### src/rtl/sna_pkg.sv
// package for the script number bitwise alu
// request and result structs, command codes, conversion helpers; no dependencies
package sna_pkg;

    typedef enum logic [2:0] {
        CMD_AND = 3'd0,
        CMD_OR  = 3'd1,
        CMD_XOR = 3'd2,
        CMD_SHL = 3'd3,
        CMD_SAR = 3'd4,
        CMD_SHR = 3'd5,
        CMD_NOT = 3'd6
    } cmd_t;

    typedef struct packed {
        logic [2:0]  command;
        logic [63:0] operand_a;
        logic [63:0] operand_b;
    } req_t;

    typedef struct packed {
        logic [63:0]        result_double;
        logic signed [32:0] result_integer;
    } rsp_t;

    localparam logic [10:0] EXP_BIAS_INT = 11'd1075;
    localparam logic [10:0] EXP_ONE      = 11'd1023;

    // binary64 to 32-bit word, truncation then modulo 2^32
    function automatic logic [31:0] to_word(input logic [63:0] bits);
        logic [10:0] expo;
        logic [52:0] mant;
        logic [31:0] mag;
        logic [10:0] sh;
        begin
            expo = bits[62:52];
            mant = {1'b1, bits[51:0]};
            mag  = '0;
            if (expo == 11'h7ff || expo == 11'd0) begin
                mag = '0;
            end else if (expo >= EXP_BIAS_INT + 11'd32) begin
                mag = '0;
            end else if (expo >= EXP_BIAS_INT) begin
                sh  = expo - EXP_BIAS_INT;
                mag = 32'(mant << sh[4:0]);
            end else if (expo >= EXP_ONE) begin
                sh  = EXP_BIAS_INT - expo;
                mag = 32'(mant >> sh[5:0]);
            end else begin
                mag = '0;
            end
            if (bits[63])
                mag = 32'(0) - mag;
            to_word = mag;
        end
    endfunction

endpackage

### src/rtl/sna_convert.sv
// integer to binary64 conversion, exact for 33-bit signed values
// uses sna_pkg
module sna_convert (
    input  logic signed [32:0] value,
    output logic [63:0]        dbl
);
    import sna_pkg::*;

    logic [32:0] mag;
    logic [5:0]  msb;
    logic [32:0] norm;
    logic [10:0] expo;

    always_comb
    begin
        mag = value[32] ? 33'(-value) : value;
        msb = '0;
        for (int i = 0; i < 33; i++)
        begin
            if (mag[i])
                msb = 6'(i);
        end
        norm = mag << (6'd32 - msb);
        expo = 11'd1023 + 11'(msb);
        if (mag == '0)
            dbl = '0;
        else
            dbl = {value[32], expo, norm[31:0], 20'd0};
    end
endmodule

### src/rtl/script_number_bitwise_alu.sv
// top level of the script number bitwise alu
// uses sna_pkg and sna_convert
//
//  channel | valid     | ready     | payload
//  input   | in_valid  | in_ready  | in_data  (req_t)
//  output  | out_valid | out_ready | out_data (rsp_t)
//
// one request per cycle while in_ready is high; a result appears the cycle after acceptance
// each result is held in the single result register
// in_ready is high whenever the result register is empty or being taken
// reset clears out_valid only
module script_number_bitwise_alu (
    input  logic          clk,
    input  logic          rst_n,
    input  logic          in_valid,
    output logic          in_ready,
    input  sna_pkg::req_t in_data,
    output logic          out_valid,
    input  logic          out_ready,
    output sna_pkg::rsp_t out_data
);
    import sna_pkg::*;

    logic [31:0]        a, b, w;
    logic [4:0]         s;
    logic               uns, bad;
    logic signed [32:0] v;
    logic [63:0]        dbl;
    logic               valid_reg;
    rsp_t               data_reg, data_next;

    always_comb
    begin
        a   = to_word(in_data.operand_a);
        b   = to_word(in_data.operand_b);
        s   = b[4:0];
        uns = 1'b0;
        bad = 1'b0;
        case (in_data.command)
            CMD_AND: w = a & b;
            CMD_OR:  w = a | b;
            CMD_XOR: w = a ^ b;
            CMD_SHL: w = a << s;
            CMD_SAR: w = 32'($signed(a) >>> s);
            CMD_SHR: begin w = a >> s; uns = 1'b1; end
            CMD_NOT: w = ~a;
            default: begin w = '0; bad = 1'b1; end
        endcase
        v = uns ? $signed({1'b0, w}) : $signed({w[31], w});
    end

    sna_convert u_convert (.value(v), .dbl(dbl));

    always_comb
    begin
        data_next.result_double  = bad ? 64'd0 : dbl;
        data_next.result_integer = bad ? 33'sd0 : v;
    end

    assign in_ready  = !valid_reg || out_ready;
    assign out_valid = valid_reg;
    assign out_data  = data_reg;

    always_ff @(posedge clk or negedge rst_n)
    begin
        if (!rst_n)
            valid_reg <= 1'b0;
        else if (in_ready)
            valid_reg <= in_valid;
    end

    always_ff @(posedge clk)
    begin
        if (in_ready && in_valid)
            data_reg <= data_next;
    end
endmodule

### config.mk
export PLATFORM = sky130hd
export DESIGN_NAME = script_number_bitwise_alu
export DESIGN_NICKNAME = d
export VERILOG_FILES = /design/src/rtl/sna_pkg.sv /design/src/rtl/sna_convert.sv /design/src/rtl/script_number_bitwise_alu.sv
export SDC_FILE = /design/constraint.sdc
export NUM_CORES = 1
export LEC_CHECK = 0
export ABC_AREA = 1
export BUFFER_PORTS_ARGS = -buffer_cell sky130_fd_sc_hd__buf_2
export CORE_AREA = 2 2 239 241
export CTS_CLUSTER_SIZE = 30
export DETAILED_ROUTE_END_ITERATION = 10
export DIE_AREA = 0 0 241 243
export HOLD_SLACK_MARGIN = 0.02
export REMOVE_ABC_BUFFERS = 1
export SLEW_MARGIN = 10
export SYNTH_ARGS = -nofsm -noshare
export SYNTH_HDL_FRONTEND = slang
export SYNTH_SLANG_ARGS = --single-unit
export TNS_END_PERCENT = 50
### constraint.sdc
create_clock -name clk -period 6.4 [get_ports clk]
set_input_delay 1.28 -clock clk [delete_from_list [all_inputs] [get_ports clk]]
set_output_delay 1.28 -clock clk [all_outputs]
set_load 0.01 [all_outputs]
==> impl_metrics.env, run 1 <==
export IMPL_areaGrowthSynthToFinish_pct=54.3
export IMPL_skew_ns=0.00526
export IMPL_p_leak_nw=19.1
export IMPL_yosysWarnings=0
export IMPL_r2r_end="out_data[30]$_SDFFCE_PP0P_"
export IMPL_cts_sinks=78
export IMPL_endpoint_kind="flop"
export IMPL_p_total_mw=11.3
export IMPL_syn_inst=4450
export IMPL_async_flop_share_pct=1.28
export IMPL_fp_row_count=87
export IMPL_synth_ff_type="edfxtp_1"
export IMPL_start_kind="primary input"
export IMPL_drc=0
export IMPL_num_vias=35700
export IMPL_synth_seq_cells=78
export IMPL_io_pins=234
export IMPL_antenna_found_initial=1
export IMPL_max_slew_margin_pct=38.1
export IMPL_rsz0062_at_grt="true"
export IMPL_setup_ws_ns=-2.20
export IMPL_cts_tree="done"
export IMPL_root_buffer="clkbuf_16"
export IMPL_nNetsFinal=5847
export IMPL_slowest_delay_ns=0.41
export IMPL_wl_um=119000
export IMPL_fill_cells=5400
export IMPL_synth_cell_types=73
export IMPL_setup_tns_ns=-87.37
export IMPL_run_status="finished with violations"
export IMPL_worstReg2RegStart="out_valid$_DFFE_PN0N_"
export IMPL_gp_congestion=1.07
export IMPL_dp_hpwl_um=95900
export IMPL_grtUsageTotal_pct=39.0
export IMPL_wire_per_inst_um=18.7
export IMPL_crit_required_ns=6.50
export IMPL_first_global_vias=32600
export IMPL_fmax_ghz=0.116
export IMPL_coreArea_um2=56000
export IMPL_syn_area_um2=23800
export IMPL_drtIter0Drc=4320
export IMPL_initial_core_util_pct=42.5
export IMPL_worst_pin_slew_ns=0.929
export IMPL_grt_max_degree=78
export IMPL_period_needed_ns=8.60
export IMPL_endpoint="out_data[80]$_SDFFCE_PP0P_"
export IMPL_place_ws_ns=-2.94
export IMPL_drv_slew=0
export IMPL_worst_path_most_repeated_cell="nand2_1"
export IMPL_dieArea_um2=58600
export IMPL_min_path_type="reg -> reg"
export IMPL_firstDrtPassIters=8
export IMPL_worst_setup_path_type="in -> reg"
export IMPL_fin_util_pct=65.6
export IMPL_dieHeight_um=243
export IMPL_postRouteAntennaNets=0
export IMPL_cts_buffers=9
export IMPL_viasPerCell=5.58
export IMPL_finalCritPeriodShare_pct=134
export IMPL_worstSkewPairLatency_ns=0.35
export IMPL_io_buffers=213
export IMPL_crit_fanout=16
export IMPL_fp_dieW_um=241
export IMPL_hold_ws_ns=0.576
export IMPL_grt_pass1_wl_um=181000
export IMPL_regToRegSetupSlack_ns=4.69
export IMPL_ff2ff_path_depth=2
export IMPL_layout_drive_gt1_share_pct=35.6
export IMPL_diodes=0
export IMPL_synth_edf_count=77
export IMPL_setup_viol=44
export IMPL_overflow=0
export IMPL_crit_path_start="in_data[52]"
export IMPL_drv_cap=0
export IMPL_hold_viol_final=0
export IMPL_crit_arrival_ns=8.70
export IMPL_violations="setup timing"
export IMPL_slowest_stage="o2111ai_1"
export IMPL_syn_mean_instance_area_um2=5.35
export IMPL_power_density_nw_per_um2=308
export IMPL_cts_clk_slew_worst_paths_ns=0.06
export IMPL_clock_path_buffers=2
export IMPL_ys_seq_area_share_pct=9.82
export IMPL_cts_htree_levels=3
export IMPL_ir_drop_uv=550
## where the power goes
group          switching (mW)  internal, mW  total (mW)  leakage (nW)
logic                    5.84          4.04        9.88          18.2
registers              0.0389         0.863       0.902         0.755
clock network           0.224         0.307       0.531         0.148
## worst max-delay path, delay by kind of cell
family	cells	cell delay, ns
AOI/OAI and AO/OA	9	1.80
xor gates and xnor gates	2	0.47
and+or+nand+nor	27	3.18
buffers and inverters	15	1.67
adders and majority gates	1	0.27
## registers in the layout, indices dropped and copies added, names as in the netlist
register,count
out_data,77
out_valid,1
## logic make-up after synthesis
family	synth area share, %
xor gates and xnor gates	2.01
muxes	0.968
other	0.0158
adders and majority gates	4.26
buffers and inverters	12.7
AOI/OAI and AO/OA	16.0
and+or+nand+nor	54.2
DFF	9.82
## cells in the mapped netlist, types with 7 or more instances
cell type,count,area (um^2)
clkinv_1,7,26.3
nand2_1,1385,5200
inv_1,302,1130
a21oi_1,121,606
nand3_2,18,180
nor2_1,259,972
nand2_2,41,257
buf_2,100,500
nand2_4,7,78.8
o21ai_0,294,1470
clkbuf_1,79,297
or2_2,12,75.1
buf_4,69,518
mux2i_1,23,230
a221oi_1,35,307
buf_6,24,270
nand4_1,29,181
or2_1,11,68.8
nand3_1,1070,5360
xor2_1,39,342
o21ai_1,77,385
xnor2_1,12,105
nor2_2,23,144
edfxtp_1,77,2310
o22ai_1,10,62.6
inv_2,43,161
a31oi_1,14,87.6
o21ai_2,10,87.6
nor3_1,16,80.1
o211ai_1,53,398
buf_1,27,101
ha_1,81,1010
## cell usage in the layout (no fill, tap or decap), types with 19 or more instances in the layout
cell type	synthesis	final
nand3_4	0	23
inv_1	302	292
o211ai_1	53	53
o21ai_2	10	57
ha_1	81	72
conb_1	1	20
edfxtp_1	77	77
o21ai_0	294	232
nor2_2	23	43
xor2_1	39	29
inv_2	43	41
buf_4	69	1152
nand2_1	1385	1332
nand4_1	29	29
nand3_2	18	136
buf_2	100	211
a21oi_1	121	104
buf_6	24	21
nor2_1	259	229
nand2_2	41	84
buf_12	0	53
o21ai_1	77	86
a21oi_2	5	19
a221oi_1	35	30
nand3_1	1070	929
## metal layers
layer  GRT usage [%]  wire length (um)  part of all wire, %  vias to the layer above
met5               0                13                0.011                        -
met4            9.44              3750                  3.1                        2
met3            7.43             12600                   11                      258
met2            59.7             50500                   42                     1822
met1            55.9             52400                   44                    16300
li1                -                 -                    -                    17300
## worst min-delay path by stage
stage	slack [ns]	cells past startpoint	start	to
finish	0.58	2	out_valid$_DFFE_PN0N_	out_valid$_DFFE_PN0N_
global route	0.65	2	out_valid$_DFFE_PN0N_	out_valid$_DFFE_PN0N_
CTS	0.58	2	out_valid$_DFFE_PN0N_	out_valid$_DFFE_PN0N_
detailed placement	0.57	2	out_valid$_DFFE_PN0N_	out_valid$_DFFE_PN0N_
global placement	0.57	2	out_valid$_DFFE_PN0N_	out_valid$_DFFE_PN0N_
floorplan	0.61	2	out_valid$_DFFE_PN0N_	out_valid$_DFFE_PN0N_
## per-stage QoR
| step | cells | instance area, um^2 |
|---|---|---|
| floorplan | 4169 | 22200 |
| global placement | 6262 | 33200 |
| detailed placement | 6262 | 33200 |
| CTS | 6370 | 35600 |
| global route | 6392 | 36700 |
| finish | 6392 | 36700 |
## what timing repair did
item,in CTS,in global routing
gates cloned,6,3
gates resized for setup,347,215
setup buffers,87,21
pin swaps,94,73
hold buffers,0,0
endpoints found under the setup margin,47,46
## final cells by class
class                           instances  area (um^2)  share of cell area (%)
Tap cell                              756          946                    2.58
Inverter                              353         1380                    3.76
Multi-Input combinational cell       3738        20400                    55.7
Clock inverter                          7         80.1                   0.218
Sequential cell                        78         2340                    6.37
Timing Repair Buffer                 1451        11300                    30.8
Clock buffer                            9          225                   0.614
(Power assumes the default switching activity.)
==> inputs of run 2 (changes only) <==
Settings changed: SETUP_SLACK_MARGIN set to 0.02.
==> run 2 against run 1 <==
  * The flow still finishes with violations (setup timing)
  * Wire length about the same
  * Setup slack improved by 0.0019 ns
  * Die area unchanged
  * Fmax about the same
  * Global-route usage unchanged
  * Largest cell class unchanged
  * Largest power group unchanged
==> impl_metrics.env, run 2 (synthesized netlist as in run 1, its figures left out) <==
export IMPL_p_int_mw=5.21
export IMPL_regToRegSetupSlack_ns=4.69
export IMPL_cts_sinks=78
export IMPL_io_buffers=213
export IMPL_worst_setup_path_type="in -> reg"
export IMPL_dieHeight_um=243
export IMPL_crit_path_start="in_data[52]"
export IMPL_run_status="finished with violations"
export IMPL_p_seq_share_pct=8.0
export IMPL_p_total_mw=11.3
export IMPL_root_buffer="clkbuf_16"
export IMPL_postRouteAntennaNets=0
export IMPL_mostFrequentLayoutCell="nand2_1"
export IMPL_cts_htree_levels=3
export IMPL_clock_path_buffers=2
export IMPL_dp_hpwl_um=95900
export IMPL_worstReg2RegStart="out_valid$_DFFE_PN0N_"
export IMPL_gp_congestion=1.07
export IMPL_worst_pin_slew_ns=0.928
export IMPL_io_pins=234
export IMPL_fill_cells=5400
export IMPL_coreArea_um2=56000
export IMPL_hold_viol_final=0
export IMPL_max_slew_margin_pct=38.2
export IMPL_cts_tree="done"
export IMPL_endpoint_kind="flop"
export IMPL_crit_required_ns=6.50
export IMPL_ir_drop_uv=549
export IMPL_grtUsageTotal_pct=39.0
export IMPL_worstSkewPairLatency_ns=0.35
export IMPL_ctsHoldBuffers=0
export IMPL_drv_cap=0
export IMPL_viasPerCell=5.58
export IMPL_placed_area_um2=33200
export IMPL_firstDrtPassIters=5
export IMPL_fp_dieW_um=241
export IMPL_layout_drive_gt1_share_pct=35.6
export IMPL_wl_um=119000
export IMPL_endpoint="out_data[80]$_SDFFCE_PP0P_"
export IMPL_grt_max_degree=78
export IMPL_antenna_found_initial=1
export IMPL_slowest_delay_ns=0.41
export IMPL_period_needed_ns=8.59
export IMPL_fmax_ghz=0.116
export IMPL_fin_util_pct=65.6
export IMPL_fp_row_count=87
export IMPL_worst_path_most_repeated_cell="nand2_1"
export IMPL_ff2ff_path_depth=2
export IMPL_drv_slew=0
export IMPL_mostFrequentLayoutCells="1,332 x nand2_1, 1,152 x buf_4, 929 x nand3_1"
export IMPL_power_density_nw_per_um2=308
export IMPL_combPwrFrac_pct=87.3
export IMPL_place_ws_ns=-2.94
export IMPL_grt_pass1_wl_um=181000
export IMPL_switching_share_pct=53.9
export IMPL_p_leak_nw=19.1
export IMPL_cts_buffers=9
export IMPL_setup_viol=44
export IMPL_drtIter0Drc=4327
export IMPL_areaGrowthSynthToFinish_pct=54.3
export IMPL_nNetsFinal=5847
export IMPL_wire_per_inst_um=18.7
export IMPL_initial_core_util_pct=42.5
export IMPL_finalCritPeriodShare_pct=134
export IMPL_setup_ws_ns=-2.19
export IMPL_overflow=0
export IMPL_rsz0062_at_grt="true"
export IMPL_skew_ns=0.00526
export IMPL_cts_clk_slew_worst_paths_ns=0.06
export IMPL_first_global_vias=32600
export IMPL_largest_register_ff_count=77
export IMPL_dieArea_um2=58600
export IMPL_slowest_stage="o2111ai_1"
export IMPL_min_path_type="reg -> reg"
export IMPL_drc=0
export IMPL_crit_arrival_ns=8.70
export IMPL_violations="setup timing"
export IMPL_num_vias=35600
export IMPL_diodes=0
export IMPL_clkPwrFrac_pct=4.7
export IMPL_r2r_end="out_data[30]$_SDFFCE_PP0P_"
export IMPL_design_area_um2=36700
export IMPL_crit_fanout=16
export IMPL_switchingPower_mw=6.10
export IMPL_start_kind="primary input"
[run 2: cell counts in the layout (fill, tap and decap cells not counted)]
No cell type changed its count.
[run 2: per-stage QoR]
step,hold slack (ns),cells,TNS (ns)
floorplan,0.609,4169,-342.56
global placement,0.566,6262,-124.47
detailed placement,0.566,6262,-127.53
CTS,0.579,6370,-68.06
global route,0.652,6392,-108.32
finish,0.576,6392,-87.24
[run 2: layout make-up]
type | count | area (um^2) | area share (%)
Tap cell | 756 | 946 | 2.58
Multi-Input combinational cell | 3738 | 20400 | 55.7
Clock inverter | 7 | 80.1 | 0.218
Clock buffer | 9 | 225 | 0.614
Timing Repair Buffer | 1451 | 11300 | 30.8
Sequential cell | 78 | 2340 | 6.37
Inverter | 353 | 1380 | 3.76
[run 2: worst min path at each step]
stage,start,cells after the start,end,slack (ns)
after global routing,out_valid$_DFFE_PN0N_,2,out_valid$_DFFE_PN0N_,0.65
after global placement,out_valid$_DFFE_PN0N_,2,out_valid$_DFFE_PN0N_,0.57
final,out_valid$_DFFE_PN0N_,2,out_valid$_DFFE_PN0N_,0.58
after CTS,out_valid$_DFFE_PN0N_,2,out_valid$_DFFE_PN0N_,0.58
after detailed placement,out_valid$_DFFE_PN0N_,2,out_valid$_DFFE_PN0N_,0.57
after floorplan,out_valid$_DFFE_PN0N_,2,out_valid$_DFFE_PN0N_,0.61
[run 2: power groups by stage]
| stage | Clock, mW | Sequential [mW] | Combinational (mW) |
|---|---|---|---|
| 6_report | 0.531 | 0.902 | 9.88 |
| 2_1_floorplan | 0 | 0.993 | 3.96 |
| 3_5_place_dp | 0 | 0.911 | 7.60 |
| 4_1_cts | 0.534 | 0.903 | 8.86 |
| 5_1_grt | 0.554 | 0.918 | 10.5 |
| 3_3_place_gp | 0 | 0.913 | 7.58 |
[run 2: timing repair]
| item | CTS | global route |
|---|---|---|
| cloned | 6 | 3 |
| pin swaps | 94 | 74 |
| gates resized for setup | 347 | 215 |
| setup buffers | 87 | 21 |
| endpoints found under the setup margin | 47 | 46 |
[run 2: per-layer routing]
metal | global-route usage (%) | up-vias | part of all wire [%]
met5 | 0 | - | 0.011
met3 | 7.43 | 251 | 11
li1 | - | 17300 | -
met1 | 55.9 | 16300 | 44
met2 | 59.7 | 1792 | 42
met4 | 9.44 | 2 | 3.1
[run 2: worst max-delay path, delay by kind of cell]
kind	cells	cell delay (ns)
fa+ha+maj	1	0.27
buf+inv	15	1.68
xor+xnor	2	0.47
simple gates	27	3.17
compound gates	9	1.80
